File: config.mk
export PLATFORM = sky130hd
export DESIGN_NAME = servo_command_framer
export DESIGN_NICKNAME = d
export VERILOG_FILES = /design/src/hdl/scf_pkg.sv /design/src/hdl/scf_front.sv /design/src/hdl/scf_queue.sv /design/src/hdl/scf_back.sv /design/src/hdl/servo_command_framer.sv
export SDC_FILE = /design/constraint.sdc
export NUM_CORES = 1
export LEC_CHECK = 0
export BUFFER_PORTS_ARGS = -buffer_cell sky130_fd_sc_hd__buf_2
export CAP_MARGIN = 10
export CORE_ASPECT_RATIO = 0.75
export CORE_UTILIZATION = 61
export DETAILED_ROUTE_END_ITERATION = 7
export PLACE_DENSITY = 0.8
export SETUP_SLACK_MARGIN = 0.05
export SYNTH_ARGS = -nofsm -noshare
export SYNTH_HDL_FRONTEND = slang
export SYNTH_HIERARCHICAL = 1
export SYNTH_SLANG_ARGS = --single-unit
File: constraint.sdc
create_clock -name clk -period 5.2 [get_ports clk]
set_input_delay 0.52 -clock clk [delete_from_list [all_inputs] [get_ports clk]]
set_output_delay 0.52 -clock clk [all_outputs]
set_load 0.05 [all_outputs]
File: src/hdl/scf_pkg.sv
// ----------------------------------------------------------------------------
// Servo command framer package
// Shared types and constants for the frame builder, frame queue and serializer.
// ----------------------------------------------------------------------------
package scf_pkg;

	localparam int FrameBytes = 6;
	localparam int LenW       = 3;

	localparam logic [2:0] KIND_CONFIG   = 3'd0;
	localparam logic [2:0] KIND_SPEED    = 3'd1;
	localparam logic [2:0] KIND_POSITION = 3'd2;
	localparam logic [2:0] KIND_ABS      = 3'd3;
	localparam logic [2:0] KIND_SET_BASE = 3'd4;
	localparam logic [2:0] KIND_BLINK    = 3'd5;

	localparam logic [1:0] STATUS_OK        = 2'd0;
	localparam logic [1:0] STATUS_BAD_SERVO = 2'd1;
	localparam logic [1:0] STATUS_RANGE     = 2'd2;

	localparam logic [7:0] BYTE_START     = 8'h80;
	localparam logic [7:0] CMD_CONFIG     = 8'h00;
	localparam logic [7:0] CMD_SPEED      = 8'h01;
	localparam logic [7:0] CMD_POS_7BIT   = 8'h02;
	localparam logic [7:0] CMD_POS_8BIT   = 8'h03;
	localparam logic [7:0] CMD_ABS        = 8'h04;
	localparam logic [7:0] BYTE_BASE_MODE = 8'h02;
	localparam logic [7:0] BYTE_POS_HIGH  = 8'h01;
	localparam logic [7:0] BYTE_BLINK     = 8'h0f;

	localparam logic [12:0] ABS_MIN = 13'd500;
	localparam logic [12:0] ABS_MAX = 13'd5500;

	localparam logic [0:0] REG_DEVICE_ID     = 1'd0;
	localparam logic [0:0] REG_HIGHEST_SERVO = 1'd1;

	typedef struct packed {
		logic [FrameBytes-1:0][7:0] bytes;
		logic [LenW-1:0]            len;
		logic [1:0]                 status;
	} frame_t;

endpackage

File: src/hdl/scf_front.sv
// ----------------------------------------------------------------------------
// Servo command framer front end
// Checks one command request and builds its complete frame or error result.
// ----------------------------------------------------------------------------
module scf_front import scf_pkg::*; (
	input  logic [2:0]  kind,
	input  logic [7:0]  servo,
	input  logic [12:0] amount,
	input  logic        enable,
	input  logic        forward,
	input  logic [6:0]  device_id,
	input  logic [6:0]  highest_servo,
	output frame_t      frame
);

	logic over_15;
	logic over_127;
	logic abs_bad;
	logic servo_bad;
	logic [7:0] id_byte;

	assign over_15   = |amount[12:4];
	assign over_127  = |amount[12:7];
	assign abs_bad   = (amount > ABS_MAX) || (amount < ABS_MIN);
	assign servo_bad = servo > {1'b0, highest_servo};
	assign id_byte   = {1'b0, device_id};

	always_comb begin
		frame          = '0;
		frame.bytes[0] = BYTE_START;
		frame.status   = STATUS_OK;
		case (kind)
			KIND_SET_BASE: begin
				frame.bytes[1] = BYTE_BASE_MODE;
				frame.bytes[2] = {4'd0, amount[3:0]};
				frame.len      = 3'd3;
				if (over_15) begin
					frame.status = STATUS_RANGE;
				end
			end
			KIND_BLINK: begin
				frame.bytes[1] = BYTE_BASE_MODE;
				frame.bytes[2] = BYTE_BLINK;
				frame.len      = 3'd3;
			end
			KIND_CONFIG: begin
				frame.bytes[2] = CMD_CONFIG;
				frame.bytes[4] = {1'b0, enable, ~forward, 1'b0, amount[3:0]};
				frame.len      = 3'd5;
				if (over_15) begin
					frame.status = STATUS_RANGE;
				end
			end
			KIND_SPEED: begin
				frame.bytes[2] = CMD_SPEED;
				frame.bytes[4] = {1'b0, amount[6:0]};
				frame.len      = 3'd5;
				if (over_127) begin
					frame.status = STATUS_RANGE;
				end
			end
			KIND_POSITION: begin
				if (over_127) begin
					frame.bytes[2] = CMD_POS_8BIT;
					frame.bytes[4] = BYTE_POS_HIGH;
					frame.bytes[5] = {1'b0, amount[6:0]};
					frame.len      = 3'd6;
				end else begin
					frame.bytes[2] = CMD_POS_7BIT;
					frame.bytes[4] = {1'b0, amount[6:0]};
					frame.len      = 3'd5;
				end
			end
			KIND_ABS: begin
				frame.bytes[2] = CMD_ABS;
				frame.bytes[4] = {2'd0, amount[12:7]};
				frame.bytes[5] = {1'b0, amount[6:0]};
				frame.len      = 3'd6;
				if (abs_bad) begin
					frame.status = STATUS_RANGE;
				end
			end
			default: begin
				frame.status = STATUS_RANGE;
			end
		endcase
		if (kind <= KIND_ABS) begin
			frame.bytes[1] = id_byte;
			frame.bytes[3] = servo;
			if (servo_bad) begin
				frame.status = STATUS_BAD_SERVO;
			end
		end
		if (frame.status != STATUS_OK) begin
			frame.bytes = '0;
			frame.len   = 3'd1;
		end
	end

endmodule

File: src/hdl/scf_queue.sv
// ----------------------------------------------------------------------------
// Servo command framer frame queue
// Two-entry queue of built frames between the front end and the serializer.
// ----------------------------------------------------------------------------
module scf_queue import scf_pkg::*; (
	input  logic   clk,
	input  logic   arst_n,
	input  logic   push,
	input  frame_t push_frame,
	input  logic   pop,
	output frame_t head_frame,
	output logic   empty,
	output logic   full
);

	frame_t     mem_q [2];
	logic       wr_ptr_q;
	logic       rd_ptr_q;
	logic [1:0] count_q;

	assign empty      = (count_q == 2'd0);
	assign full       = (count_q == 2'd2);
	assign head_frame = mem_q[rd_ptr_q];

	always_ff @(posedge clk) begin
		if (push) begin
			mem_q[wr_ptr_q] <= push_frame;
		end
	end

	always_ff @(posedge clk or negedge arst_n) begin
		if (!arst_n) begin
			wr_ptr_q <= 1'b0;
			rd_ptr_q <= 1'b0;
			count_q  <= 2'd0;
		end else begin
			if (push) begin
				wr_ptr_q <= ~wr_ptr_q;
			end
			if (pop) begin
				rd_ptr_q <= ~rd_ptr_q;
			end
			case ({push, pop})
				2'b10:   count_q <= count_q + 2'd1;
				2'b01:   count_q <= count_q - 2'd1;
				default: count_q <= count_q;
			endcase
		end
	end

	a_no_overflow: assert property (@(posedge clk) disable iff (!arst_n)
		push |-> !full)
		else $error("frame queue written while full");

	a_no_underflow: assert property (@(posedge clk) disable iff (!arst_n)
		pop |-> !empty)
		else $error("frame queue read while empty");

	a_count_bound: assert property (@(posedge clk) disable iff (!arst_n)
		count_q != 2'd3)
		else $error("frame queue count out of bounds");

endmodule

File: src/hdl/scf_back.sv
// ----------------------------------------------------------------------------
// Servo command framer serializer
// Takes frames from the queue and emits them one byte per cycle.
// ----------------------------------------------------------------------------
module scf_back import scf_pkg::*; (
	input  logic        clk,
	input  logic        arst_n,
	input  logic        q_empty,
	input  frame_t      q_head,
	output logic        q_pop,
	output logic        result_valid,
	output logic [7:0]  frame_byte,
	output logic        last,
	output logic [1:0]  status
);

	frame_t          frm_q;
	logic [LenW-1:0] idx_q;
	logic            active_q;
	logic            at_last;

	assign at_last      = (idx_q == frm_q.len - 3'd1);
	assign q_pop        = (!active_q || at_last) && !q_empty;
	assign result_valid = active_q;
	assign frame_byte   = frm_q.bytes[idx_q];
	assign last         = active_q && at_last;
	assign status       = frm_q.status;

	always_ff @(posedge clk) begin
		if (q_pop) begin
			frm_q <= q_head;
		end
	end

	always_ff @(posedge clk or negedge arst_n) begin
		if (!arst_n) begin
			active_q <= 1'b0;
			idx_q    <= '0;
		end else begin
			if (q_pop) begin
				active_q <= 1'b1;
				idx_q    <= '0;
			end else if (active_q && !at_last) begin
				idx_q <= idx_q + 3'd1;
			end else begin
				active_q <= 1'b0;
			end
		end
	end

	a_frame_contiguous: assert property (@(posedge clk) disable iff (!arst_n)
		(result_valid && !last) |=> (result_valid && $past(idx_q) + 3'd1 == idx_q))
		else $error("frame bytes not emitted back to back");

	a_error_single: assert property (@(posedge clk) disable iff (!arst_n)
		(result_valid && status != STATUS_OK) |-> (last && frame_byte == 8'd0))
		else $error("error result is not a single zero byte");

endmodule

File: src/hdl/servo_command_framer.sv
// ----------------------------------------------------------------------------
// Servo command framer
// Turns servo command requests into serial frames, one byte per result.
// ----------------------------------------------------------------------------
// A request is taken when start is high and busy is low. The front end checks
// it and builds the whole frame in the same cycle, placing it in a two-entry
// queue. The serializer pulls frames from the queue and presents one byte per
// cycle on frame_byte, last and status, marked by result_valid for exactly one
// cycle; the receiver cannot stall it. The last byte of each frame has last
// set. A rejected request gives one result with byte zero, last set and a
// nonzero status.
// The first byte appears once the frame has passed the queue into the
// serializer's frame register, and the bytes of a frame follow on consecutive
// cycles. A frame has one, three, five or six bytes, which the serializer emits
// one byte a cycle; while the queue holds the next frame, frames follow with no gap.
// Busy is high while the queue holds two frames.
// Registers are written over the cfg channel, which is always ready. Reset
// empties the queue and loads device_id with 1 and highest_servo with 127.
// ----------------------------------------------------------------------------
module servo_command_framer import scf_pkg::*; (
	input  logic        clk,
	input  logic        arst_n,
	input  logic        start,
	output logic        busy,
	input  logic [2:0]  kind,
	input  logic [7:0]  servo,
	input  logic [12:0] amount,
	input  logic        enable,
	input  logic        forward,
	input  logic        cfg_valid,
	output logic        cfg_ready,
	input  logic [0:0]  cfg_index,
	input  logic [6:0]  cfg_data,
	output logic        result_valid,
	output logic [7:0]  frame_byte,
	output logic        last,
	output logic [1:0]  status
);

	logic [6:0] device_id_q;
	logic [6:0] highest_servo_q;
	frame_t     new_frame;
	frame_t     head_frame;
	logic       push;
	logic       pop;
	logic       q_empty;
	logic       q_full;

	assign cfg_ready = 1'b1;
	assign busy      = q_full;
	assign push      = start && !q_full;

	always_ff @(posedge clk or negedge arst_n) begin
		if (!arst_n) begin
			device_id_q     <= 7'd1;
			highest_servo_q <= 7'd127;
		end else if (cfg_valid && cfg_ready) begin
			case (cfg_index)
				REG_DEVICE_ID:     device_id_q     <= cfg_data;
				REG_HIGHEST_SERVO: highest_servo_q <= cfg_data;
				default:           device_id_q     <= device_id_q;
			endcase
		end
	end

	scf_front u_front (
		.kind          (kind),
		.servo         (servo),
		.amount        (amount),
		.enable        (enable),
		.forward       (forward),
		.device_id     (device_id_q),
		.highest_servo (highest_servo_q),
		.frame         (new_frame)
	);

	scf_queue u_queue (
		.clk        (clk),
		.arst_n     (arst_n),
		.push       (push),
		.push_frame (new_frame),
		.pop        (pop),
		.head_frame (head_frame),
		.empty      (q_empty),
		.full       (q_full)
	);

	scf_back u_back (
		.clk          (clk),
		.arst_n       (arst_n),
		.q_empty      (q_empty),
		.q_head       (head_frame),
		.q_pop        (pop),
		.result_valid (result_valid),
		.frame_byte   (frame_byte),
		.last         (last),
		.status       (status)
	);

endmodule

# Yosys cells after proc, flatten, opt, wreduce, memory -nomap -nowiden
# Memories as Yosys holds them, arrays and structs flattened. A register that Yosys moved wholly into a read port is not among the register bits.
# Index checks and enable logic that the tools add are counted.
classes:
  mul: 0
  n_shift: 0
  order_cmp: 5
  n_reduce_logical: 23
  n_eq_ne: 10
  div_mod_pow: 0
  bitwise: 4
  addsub: 4
  muxes: 27
op_table:
  columns: ["op", "n"]
  rows:
  - ["2-to-1 mux 50 bit", 1]
  - ["one-hot mux 8 bit (5 select lines)", 1]
  - ["one-hot mux 7 bit (4 select lines)", 1]
  - ["binary-select mux 8 bit (select 3 bit)", 1]
  - ["2-to-1 mux 7 bit", 3]
  - ["2-to-1 mux 8 bit", 2]
  - ["2-to-1 mux 2 bit", 7]
  - ["one-hot mux 7 bit (2 select lines)", 1]
  - ["greater-than comparator 13 bit, second input constant", 1]
  - ["less-than comparator 13 x 9 -> 1 bit, second input constant", 1]
  - ["one-hot mux 3 bit (4 select lines)", 1]
  - ["OR reduction 9 bit", 1]
  - ["greater-than comparator 8 x 7 -> 1 bit", 1]
  - ["one-hot mux 2 bit (4 select lines)", 1]
  - ["OR reduction 2 bit", 4]
  - ["equality test 3 x 2 -> 1 bit, second input constant", 2]
  - ["equality test 3 bit, second input constant", 2]
  - ["2-to-1 mux 3 bit", 2]
  - ["nonzero test 2 bit", 3]
  - ["OR reduction 6 bit", 1]
  - ["2-to-1 mux 1 bit", 5]
  - ["equality test 2 bit, second input constant", 2]
  - ["logical AND 1 bit", 4]
  - ["zero test 1 bit", 4]
  - ["other kinds (16)", 21]
totals:
  memories: 1
  reg_bits: 30
  rom_bits: 0
  latch_bits: 0
  output_inout_bits: 14
  word_cells: 82
  mem_bits_rw: 104
mem_list:
  columns: ["memory", "words", "word_bits", "rd", "rd_ports_with_merged_regs", "wr", "line", "text"]
  rows:
  - ["u_queue.mem_q", 2, 52, 1, 1, 1, "scf_queue.sv:16", "frame_t mem_q [2];"]

# Depth between registers and ports, before layout
# Gate-level depths: netlist (run 1).
depth:
  depth_word: 8
  mapped_depth: 9
  ltp_nobuf: 9

# By module
# The synthesis (run 1) kept the hierarchy.
by_module_without_submodules:
  columns: ["module", "cells_per_inst", "seq_area_each_um2", "area_per_inst_um2", "instances"]
  rows:
  - ["scf_queue", 181, 3283.1, 4259.1, 1]
  - ["scf_back", 118, 1691.6, 2245.9, 1]
  - ["scf_front", 141, 0.0, 952.2, 1]
  - ["servo_command_framer", 34, 360.3, 593.1, 1]

# Least setup slack after synthesis (run 1)
# Ideal clock, no wire load.
synth_timing:
  path_type: "reg-to-reg"
  start: "reg, netlist name u_back/frm_q[2]"
  end: "reg u_queue.count_q[1]"
  path_buffers: 0
  t_required_ns: 5.121
  stages_incl_launch_ff: 9
  arrival_ns: 4.614
  path_slack_ns: 0.506
  synth_period_minus_slack_ns: 4.694
  path_cell_list: "edfxtp_1 > inv_1 > ha_1 > xor3_1 > o31ai_4 > nor2b_1 > ha_1 > nor2_1 > xor2_1"
synth_via:
  elab_chain_len: 6
  word_cells_on_any_way: 8
synth_lines:
  columns: ["item", "line", "text"]
  rows:
  - ["subtractor 3 x 1 -> 3 bit *", "scf_back.sv:22", "assign at_last = (idx_q == frm_q.len - 3'd1);"]
  - ["equality test 3 bit *", "scf_back.sv:22", null]
  - ["logical OR 1 bit *", "scf_back.sv:23", "assign q_pop = (!active_q || at_last) && !q_empty;"]
  - ["logical AND 1 bit *", "scf_back.sv:23", null]
  - ["named net pop", "servo_command_framer.sv:45", "logic pop;"]
  - ["equality test 2 x 1 -> 1 bit / equality test 2 bit (equally long branches)", "scf_queue.sv:43", "case ({push, pop})"]
  - ["one-hot mux 2 bit (2 select lines) / nonzero test 2 bit (equally long branches)", null, null]
  - ["end signal: assignment", "scf_queue.sv:44", "2'b10: count_q <= count_q + 2'd1;"]
  - ["end signal: assignment", "scf_queue.sv:45", "2'b01: count_q <= count_q - 2'd1;"]
  - ["end signal: assignment", "scf_queue.sv:46", "default: count_q <= count_q;"]
  - ["end: declaration", "scf_queue.sv:19", "logic [1:0] count_q;"]
# The timed path passes the listed nets; every way through them passes the cells marked *.
# A chain may end at the register's enable or synchronous reset.

# Worst setup path after layout (run 1)
layout_timing:
  start: "reg u_back.idx_q[2]"
  end: "reg, netlist name u_back/frm_q[45]"
layout_via:
  elab_chain_len: 3
layout_lines:
  columns: ["item", "line", "text"]
  rows:
  - ["start: declaration", "scf_back.sv:18", "logic [LenW-1:0] idx_q;"]
  - ["start signal: assignment", "scf_back.sv:44", "idx_q <= idx_q + 3'd1;"]
  - ["equality test 3 bit", "scf_back.sv:22", null]
  - ["logical OR 1 bit", "scf_back.sv:23", null]
  - ["logical AND 1 bit", "scf_back.sv:23", null]
  - ["named net pop", "servo_command_framer.sv:45", null]
# The timed path passes the listed nets, and every way through them passes these cells.

==> results.py, run 1 <==
metrics = {
    "global_route": {
        "met2_usage": 0.3366,
        "grt-ovfl-total": 0,
        "top_usage_layer": "met2",
        "grt_pass1_vias": 4067,
        "track_usage": 0.2238,
        "grt_use_met3": 0.05455,
        "antenna_found_initial": 0,
        "grt_pass1_wl_mm": 21.99,
        "grt_use_met1": 0.3229,
        "grt_max_degree": 54,
    },
    "clocking": {
        "cts_resized": 0,
        "cts_buffers": 17,
        "cts_hold_buffers": 0,
        "clkSinkCount": 181,
        "clock_latency_ps": 420,
        "clock-root-buffer": "clkbuf_16",
        "clockBufferDepth": 2,
        "cts_tree": "done",
        "cts_setup_buffers": 0,
        "path_clk_slew_ps": 60,
        "h-tree-depth": 4,
    },
    "job": {
        "cap_viol_max_count": 0,
    },
    "synth": {
        "syn_area_sq_mm": 0.008050,
        "yosysWarnings": 6,
        "ys_types": 65,
        "synthArstFlopShare": 0.1215,
        "ys_seq_elements": 181,
        "synth_edf_count": 159,
        "synth-seq-area-share": 0.6627,
        "synthCells": 474,
        "ys.flop_type": "edfxtp_1",
        "synth.avg_cell_area_sq_um": 16.98,
    },
    "detailed_routing": {
        "ant_nets": 0,
        "viasPerCell": 5.733,
        "first_pass_iters": 5,
        "post-route-drc-count": 0,
        "wirelength_mm": 13.91,
        "route.vias.total": 4042,
        "detail_route.wl_per_cell_microns": 19.73,
        "drt_iter0_markers": 317,
    },
    "die": {
        "start_util": 0.6405,
        "chipHeight_microns": 101.5,
        "fp-row-count": 35,
        "die_area_sq_mm": 0.01367,
        "num_io_pins": 52,
        "die_w_microns": 134.7,
        "core_sq_mm": 0.01257,
    },
    "sta": {
        "slew_headroom": 0.4784,
        "finalHoldViolCount": 0,
        "timing.hold.ws_ps": 78.78,
        "setup_viol": 0,
        "skew_ps": 7.111,
        "fmax_mhz": 321.6,
        "fin_crit_sh": 0.5979,
        "drv_slew": 0,
        "tightest_slew_ps": 775.7,
        "finalWorstSetupSlack_ps": 2091,
        "fin_tns_setup_ps": 0,
        "rsz0062_at_grt": "no",
        "period_needed_ps": 3109,
    },
    "worst_setup_path": {
        "end_kind": "register",
        "r2r_setup_slack_ps": 2090,
        "cp.required_ps": 5280,
        "path_max_fanout": 29,
        "path_class": "reg -> reg",
        "startpoint_type": "register",
        "arrival_ps": 3190,
    },
    "final_layout": {
        "area_growth_syn_to_layout_pct": 10.35,
        "mostFrequentLayoutCells": "edfxtp_1, mux2_4, buf_2",
        "drive_gt1_frac": 0.3636,
        "layout_commonest_cell": "edfxtp_1",
        "nets": 575,
        "n_antenna_cell": 0,
        "finalInstanceArea_sq_mm": 0.008884,
    },
    "pwr": {
        "leakagePower_nw": 3.412,
        "ir_worst_vdd_uv": 646.9,
        "p_per_area_mw_per_mm2": 638.6,
        "total_power_mw": 5.673,
    },
    "place": {
        "globalplace.congestion": 0.8624,
        "pre_cts_slack_ps": 2140,
        "port_buffers": 50,
        "hpwl_mm": 9.093,
        "place_area_sq_mm": 0.008297,
    },
    "outcome": {
        "status": "finished, final reports clean",
    },
    "hold_path": {
        "min_path_type": "in -> async",
    },
}
Yosys cell counts (2+ instances only):
| master | n | area, sq um |
|---|---|---|
| buf_2 | 2 | 10.01 |
| edfxtp_1 | 159 | 4775 |
| clkbuf_1 | 5 | 18.77 |
| mux2_2 | 11 | 123.9 |
| and2_4 | 9 | 78.83 |
| inv_1 | 22 | 82.58 |
| and2_2 | 4 | 30.03 |
| a21oi_1 | 10 | 50.05 |
| buf_12 | 5 | 100.1 |
| nor2_1 | 19 | 71.32 |
| dfrtp_1 | 14 | 350.3 |
| nand2b_1 | 2 | 12.51 |
| nor3_1 | 4 | 20.02 |
| a31oi_1 | 5 | 31.28 |
| o21ai_1 | 2 | 10.01 |
| buf_4 | 19 | 142.6 |
| and2_1 | 8 | 50.05 |
| nor2b_1 | 5 | 31.28 |
| a21o_2 | 2 | 17.52 |
| o211ai_1 | 2 | 15.01 |
| o21ai_0 | 3 | 15.01 |
| nand2_1 | 8 | 30.03 |
| o22ai_1 | 9 | 56.30 |
| mux2i_1 | 9 | 90.09 |
| a32oi_1 | 4 | 35.03 |
| buf_6 | 3 | 33.78 |
| nand3_1 | 5 | 25.02 |
| mux4_2 | 8 | 180.2 |
| dfstp_2 | 8 | 210.2 |
| mux2_4 | 56 | 840.8 |
| ha_1 | 10 | 125.1 |
| xnor2_1 | 4 | 35.03 |
| o31ai_1 | 2 | 15.01 |
| or2b_1 | 2 | 15.01 |
| xor2_1 | 3 | 26.28 |
| conb_1 | 2 | 7.510 |
path summary, 6_finish.rpt:
kind                                     from            endpoint  depth (start not counted)
min reg2reg                u_queue/count_q[1]  u_queue/count_q[1]                          1
max reg2reg                   u_back/idx_q[2]    u_back/frm_q[45]                          4
min                                    arst_n    u_queue/wr_ptr_q                          1
min in group clk                  cfg_data[2]      device_id_q[2]                          2
max in group asynchronous              arst_n    u_queue/rd_ptr_q                          1
max                           u_back/idx_q[2]    u_back/frm_q[45]                          4
layer usage:
layer / wire length, microns / vias to the layer above / share of wire
met5: 0 / - / 0
met4: 242 / 0 / 0.017
met3: 922 / 23 / 0.066
met2: 6406 / 152 / 0.46
met1: 6337 / 1996 / 0.46
li1: - / 1871 / -
logic make-up after synthesis:
group                      Yosys count  share of synthesized area
AOI/OAI and AO/OA                   52                    0.04585
xor gates and xnor gates             8                    0.01057
muxes                               84                     0.1534
and+or+nand+nor                     79                    0.06062
other                                2                  0.0009329
buffers and inverters               58                    0.05036
DFF                                181                     0.6627
adders and majority gates           10                    0.01554
registers in the layout (all words and copies together), names as in the netlist:
name,cells
u_queue/count_q,2
highest_servo_q,7
u_back/frm_q,51
u_back/status,2
device_id_q,7
u_queue/mem_q,106
u_queue/rd_ptr_q,1
u_back/result_valid,1
u_back/idx_q,3
u_queue/wr_ptr_q,1
critical path: stages, from the launching register on:
cell and delay, ps:
dfrtp_1 570, xor3_1 550, o31ai_4 420, nor2b_4 720, buf_4 480
area by class of cell:
type / instances / area, sq um
clock buffers: 17 / 425.4
clock inverters: 14 / 161.4
fillers: 788 / 3685
inverters: 23 / 86.33
multi-input cells: 249 / 2379
flip-flops and latches: 181 / 5336
well taps: 166 / 207.7
repair buffers: 55 / 287.8
through the flow:
stage	cells	utilization
global route	705	0.7068
floorplan	488	-
global placement	674	0.6601
CTS	705	0.7068
finish	705	0.7068
detailed placement	674	0.6601
report_power, final:
group	leakage (nW)	internal, mW	switching [mW]	total (mW)
registers	1.73	2.26	0.228	2.49
clock network	0.268	0.749	0.529	1.28
logic	1.41	0.747	1.16	1.90
No activity file was read; power rests on OpenSTA's default activity.
==> run 2, diff against run 1 <==
==> constraint.sdc (replaced) <==
create_clock -name clk -period 2.9 [get_ports clk]
set_input_delay 0.29 -clock clk [delete_from_list [all_inputs] [get_ports clk]]
set_output_delay 0.29 -clock clk [all_outputs]
set_load 0.05 [all_outputs]
==> results.py, run 2 (synthesis results as in run 1) <==
metrics = {
    "final_layout": {
        "mostFrequentLayoutCells": "edfxtp_1, mux2_4, buf_2",
        "reg_top3": "u_queue/mem_q (106), u_back/frm_q (51)",
        "n_antenna_cell": 0,
        "largest_reg_flops": 106,
        "layoutNonFillerInstCount": 712,
        "regMostFlops": "u_queue/mem_q",
        "layout_commonest_cell": "edfxtp_1",
        "finalInstanceArea_sq_mm": 0.009007,
        "area_growth_syn_to_layout_pct": 11.89,
        "fin_util": 0.7167,
        "nets": 581,
        "drive_gt1_frac": 0.3736,
    },
    "detailed_routing": {
        "detail_route.wl_per_cell_microns": 20.20,
        "viasPerCell": 5.789,
        "first_pass_iters": 6,
        "post-route-drc-count": 0,
        "ant_nets": 0,
        "route.vias.total": 4122,
        "wirelength_mm": 14.38,
        "drt_iter0_markers": 301,
    },
    "worst_setup_path": {
        "reg2reg_from": "highest_servo_q[1]",
        "cp_slowest_cell": "dfstp_2",
        "startpoint_type": "register",
        "arrival_ps": 2900,
        "r2r_setup_slack_ps": 290,
        "end_kind": "register",
        "cpPeakStageDelay_ps": 530,
        "cp.required_ps": 3190,
        "rr_worst_depth": 8,
        "reg2reg_to": "u_queue/mem_q[0][13]",
        "worstPathCellList": "inv_1, ha_1, nor2b_1, o211a_1, o211ai_1, nand4_2, inv_2, and2_2",
        "path_class": "reg -> reg",
        "path_max_fanout": 14,
    },
    "clocking": {
        "path_clk_slew_ps": 70,
        "cts_resized": 0,
        "cts_buffers": 17,
        "clock-root-buffer": "clkbuf_16",
        "clockBufferDepth": 2,
        "h-tree-depth": 4,
        "clock_latency_ps": 420,
        "clkSinkCount": 181,
        "cts_tree": "done",
    },
    "place": {
        "dp.cells": 679,
        "hpwl_mm": 9.662,
        "globalplace.congestion": 0.8359,
        "port_buffers": 50,
        "place_area_sq_mm": 0.008372,
        "pre_cts_slack_ps": 293.8,
    },
    "sta": {
        "tightest_slew_ps": 651.7,
        "rsz0062_at_grt": "no",
        "period_needed_ps": 2612,
        "finalHoldViolCount": 0,
        "slew_headroom": 0.5655,
        "setup_viol": 0,
        "skew_ps": 9.117,
        "timing.hold.ws_ps": 113.0,
        "drv_slew": 0,
        "finalWorstSetupSlack_ps": 288.1,
        "fin_crit_sh": 0.9007,
        "fmax_mhz": 382.9,
        "fin_tns_setup_ps": 0,
    },
    "die": {
        "die_area_sq_mm": 0.01367,
        "num_io_pins": 52,
        "core_sq_mm": 0.01257,
        "fp-row-count": 35,
        "start_util": 0.6405,
        "die_w_microns": 134.7,
        "chipHeight_microns": 101.5,
    },
    "hold_path": {
        "hp-start": "cfg_data[6]",
        "hold_depth": 2,
        "min_path_type": "in -> reg",
        "min_to": "device_id_q[6]",
    },
    "job": {
        "cap_viol_max_count": 0,
    },
    "outcome": {
        "status": "finished, final reports clean",
    },
    "global_route": {
        "grt_pass1_wl_mm": 22.34,
        "grt_pass1_vias": 4072,
        "track_usage": 0.2296,
        "grt-ovfl-total": 0,
        "grt_max_degree": 55,
        "antenna_found_initial": 0,
    },
    "pwr": {
        "ir_worst_vdd_uv": 1333,
        "total_power_mw": 10.38,
        "leakagePower_nw": 3.473,
        "p_per_area_mw_per_mm2": 1152,
    },
}
[run 2: cell types whose count changed in the layout (fill, tap and decap cells not counted)]
cell and change:
buf_12 +3, inv_8 +3, buf_4 +2, clkinv_1 -2, clkinv_2 -1, clkinv_4 +1
clkinv_8 +1, clkinvlp_4 -1, dlygate4sd3_1 +1
[run 2: where the power goes]
part	switching (mW)	leakage [nW]	internal (mW)	total (mW)
Combinational	2.15	1.45	1.44	3.59
Sequential	0.353	1.73	4.05	4.40
Clock	1.00	0.290	1.38	2.39
Total	3.51	3.47	6.87	10.4
[run 2: cell type report]
cell class / count / area (sq um)
Clock buffer: 17 / 425.4
Clock inverter: 15 / 200.2
Fill cell: 757 / 3561
Inverter: 23 / 86.33
Multi-Input combinational cell: 249 / 2379
Sequential cell: 181 / 5336
Tap cell: 166 / 207.7
Timing Repair Buffer: 61 / 372.9
[run 2: repair_timing]
action | in CTS | in global routing
setup buffers | 0 | 0
hold buffers | 1 | 0
endpoints found under the hold margin | 14 | 0
[run 2: how the worst max path moves through the flow]
stage                     slack (ps)  cells after the start                    to                from
final                            290                      8  u_queue/mem_q[0][13]  highest_servo_q[1]
after floorplan                  -40                      8    u_queue/count_q[1]     u_back/frm_q[2]
after global placement           440                      8  u_queue/mem_q[0][13]  highest_servo_q[1]
after detailed placement         290                      8  u_queue/mem_q[0][13]  highest_servo_q[1]
after CTS                        260                      8  u_queue/mem_q[0][13]  highest_servo_q[1]
after global routing              70                      8  u_queue/mem_q[1][13]  highest_servo_q[1]
[run 2: critical path: cells and delay by family, from the launching register on]
kind | cells | cell delay [ps]
flip-flops | 1 | 530
AND/OR/NAND/NOR | 3 | 670
AO/OA/AOI/OAI | 2 | 660
adder cells (fa/ha/maj) | 1 | 280
buffers and inverters | 2 | 330
[run 2: metal layers]
| metal | vias up | GRT usage | part of all wire |
|---|---|---|---|
| met2 | 156 | 0.3596 | 0.48 |
| met4 | 0 | 0.1037 | 0.019 |
| met3 | 26 | 0.05205 | 0.054 |
| li1 | 1887 | - | - |
| met1 | 2053 | 0.3124 | 0.45 |
| met5 | - | 0 | 0 |
==> run 3, diff against run 2 <==
--- a/config.mk
+++ b/config.mk
@@ -7,7 +7,6 @@
 export LEC_CHECK = 0
 export BUFFER_PORTS_ARGS = -buffer_cell sky130_fd_sc_hd__buf_2
 export CAP_MARGIN = 10
-export CORE_ASPECT_RATIO = 0.75
 export CORE_UTILIZATION = 61
 export DETAILED_ROUTE_END_ITERATION = 7
 export PLACE_DENSITY = 0.8
==> results.py, run 3 (synthesis results as in run 1) <==
metrics = {
    "outcome": {
        "status": "finished, final reports clean",
    },
    "worst_setup_path": {
        "path_class": "reg -> reg",
        "cp_slowest_cell": "dfstp_2",
        "reg2reg_from": "highest_servo_q[1]",
        "timing.critical_path.from": "highest_servo_q[1]",
        "cp_num_buf_inv": 2,
        "startpoint_type": "register",
        "reg2reg_to": "u_queue/mem_q[0][13]",
        "worstPathCellList": "inv_1, ha_1, nor2b_1, o211a_1, o211ai_1, nand4_2, inv_2, and2_2",
        "rr_worst_depth": 8,
        "cpPeakStageDelay_ps": 530,
        "r2r_setup_slack_ps": 370,
        "cp.required_ps": 3190,
        "arrival_ps": 2820,
        "end_kind": "register",
        "path_max_fanout": 14,
        "critPathTopFamily": "simple AND/OR/NAND/NOR gates",
    },
    "sta": {
        "finalWorstSetupSlack_ps": 368.4,
        "finalHoldViolCount": 0,
        "skew_ps": 8.597,
        "drv_slew": 0,
        "fin_tns_setup_ps": 0,
        "rsz0062_at_grt": "no",
        "fmax_mhz": 395.0,
        "tightest_slew_ps": 628.0,
        "period_needed_ps": 2532,
        "slew_headroom": 0.5778,
        "fin_crit_sh": 0.8730,
        "setup_viol": 0,
    },
    "clocking": {
        "clock-root-buffer": "clkbuf_16",
        "cts_buffers": 17,
        "path_clk_slew_ps": 70,
        "clkSinkCount": 181,
        "clock_latency_ps": 420,
        "cts_resized": 0,
        "cts_setup_buffers": 0,
        "cts_tree": "done",
        "h-tree-depth": 4,
        "clockBufferDepth": 2,
    },
    "detailed_routing": {
        "wl_met3_microns": 538,
        "post-route-drc-count": 0,
        "drt_iter0_markers": 221,
        "wirelength_mm": 13.53,
        "met1_length_mm": 5.929,
        "ant_nets": 0,
        "detail_route.wl_per_cell_microns": 18.86,
        "routed-wl-met2_mm": 6.790,
        "first_pass_iters": 4,
        "route.vias.total": 4020,
        "top_layer": "met4",
        "viasPerCell": 5.607,
    },
    "final_layout": {
        "regMostFlops": "u_queue/mem_q",
        "seqCellArea_sq_mm": 0.005336,
        "reg_top3": "u_queue/mem_q (106), u_back/frm_q (51)",
        "multi_input_area_sq_mm": 0.002379,
        "n_antenna_cell": 0,
        "drive_gt1_frac": 0.3615,
        "nets": 580,
        "area_growth_syn_to_layout_pct": 10.96,
        "nFillCells": 872,
        "layout_commonest_cell": "edfxtp_1",
        "mostFrequentLayoutCells": "edfxtp_1, mux2_4, buf_2",
        "largest_reg_flops": 106,
    },
    "die": {
        "die_area_sq_mm": 0.01366,
        "fp-row-count": 41,
        "chipHeight_microns": 116.9,
        "die_w_microns": 116.9,
        "start_util": 0.6328,
        "num_io_pins": 52,
        "core_sq_mm": 0.01272,
    },
    "place": {
        "hpwl_mm": 9.325,
        "port_buffers": 50,
        "pre_cts_slack_ps": 398.1,
        "globalplace.congestion": 0.7496,
    },
    "hold_path": {
        "hp-start": "cfg_data[1]",
        "min_path_type": "in -> reg",
        "hold_depth": 2,
        "min_to": "device_id_q[1]",
    },
    "global_route": {
        "grt-ovfl-total": 0,
        "grt_pass1_vias": 4023,
        "antenna_found_initial": 0,
        "track_usage": 0.2153,
        "grt_pass1_wl_mm": 21.08,
        "grt_max_degree": 52,
    },
    "pwr": {
        "leakagePower_nw": 3.441,
        "p_per_area_mw_per_mm2": 1126,
        "ir_worst_vdd_uv": 589.1,
    },
    "job": {
        "cap_viol_max_count": 0,
    },
}
-- run 3: power breakdown --
group | total (mW) | switching, mW | internal, mW
Combinational | 3.54 | 2.11 | 1.43
Clock | 2.15 | 0.891 | 1.25
Sequential | 4.38 | 0.331 | 4.05
Total | 10.1 | 3.33 | 6.73
-- run 3: per-stage QoR --
step                std cells  utilization  total power [mW]  cell area, sq um  hold WS (ps)
floorplan                 488            -             7.222              8113        -5.591
global placement          684       0.6580             7.858              8372         294.0
detailed placement        684       0.6580             8.007              8372         299.8
CTS                       717       0.7021             10.15              8932         100.5
global route              717       0.7021             10.49              8932         99.88
finish                    717       0.7021             10.06              8932         112.1
-- run 3: worst max path at each step --
stage | endpoint | slack [ps] | cells after the start
3_5_place_dp | u_queue/mem_q[0][13] | 400 | 8
2_1_floorplan | u_queue/count_q[1] | -40 | 8
3_3_place_gp | u_queue/mem_q[0][15] | 500 | 8
4_1_cts | u_queue/mem_q[0][33] | 380 | 8
5_1_grt | u_queue/mem_q[0][15] | 150 | 8
6_report | u_queue/mem_q[0][13] | 370 | 8
-- run 3: cell type report --
type,count,share of cell area
clock buffer,21,0.04931
clock inverter,11,0.01233
inverter,23,0.009665
multi-input combinational,249,0.2663
sequential,181,0.5974
tap,172,0.02409
timing repair buffer,60,0.04090
-- run 3: timing repair --
| item | 4_1_cts | 5_1_grt |
|---|---|---|
| endpoints found under the setup margin | 0 | 0 |
| endpoints found under the hold margin | 14 | 0 |
| hold buffers | 1 | 0 |
-- run 3: per-layer routing --
layer,GRT usage,vias to the layer above
met3,0.03965,31
li1,-,1883
met1,0.2832,1976
met5,0,-
met2,0.3602,130
met4,0.08354,0
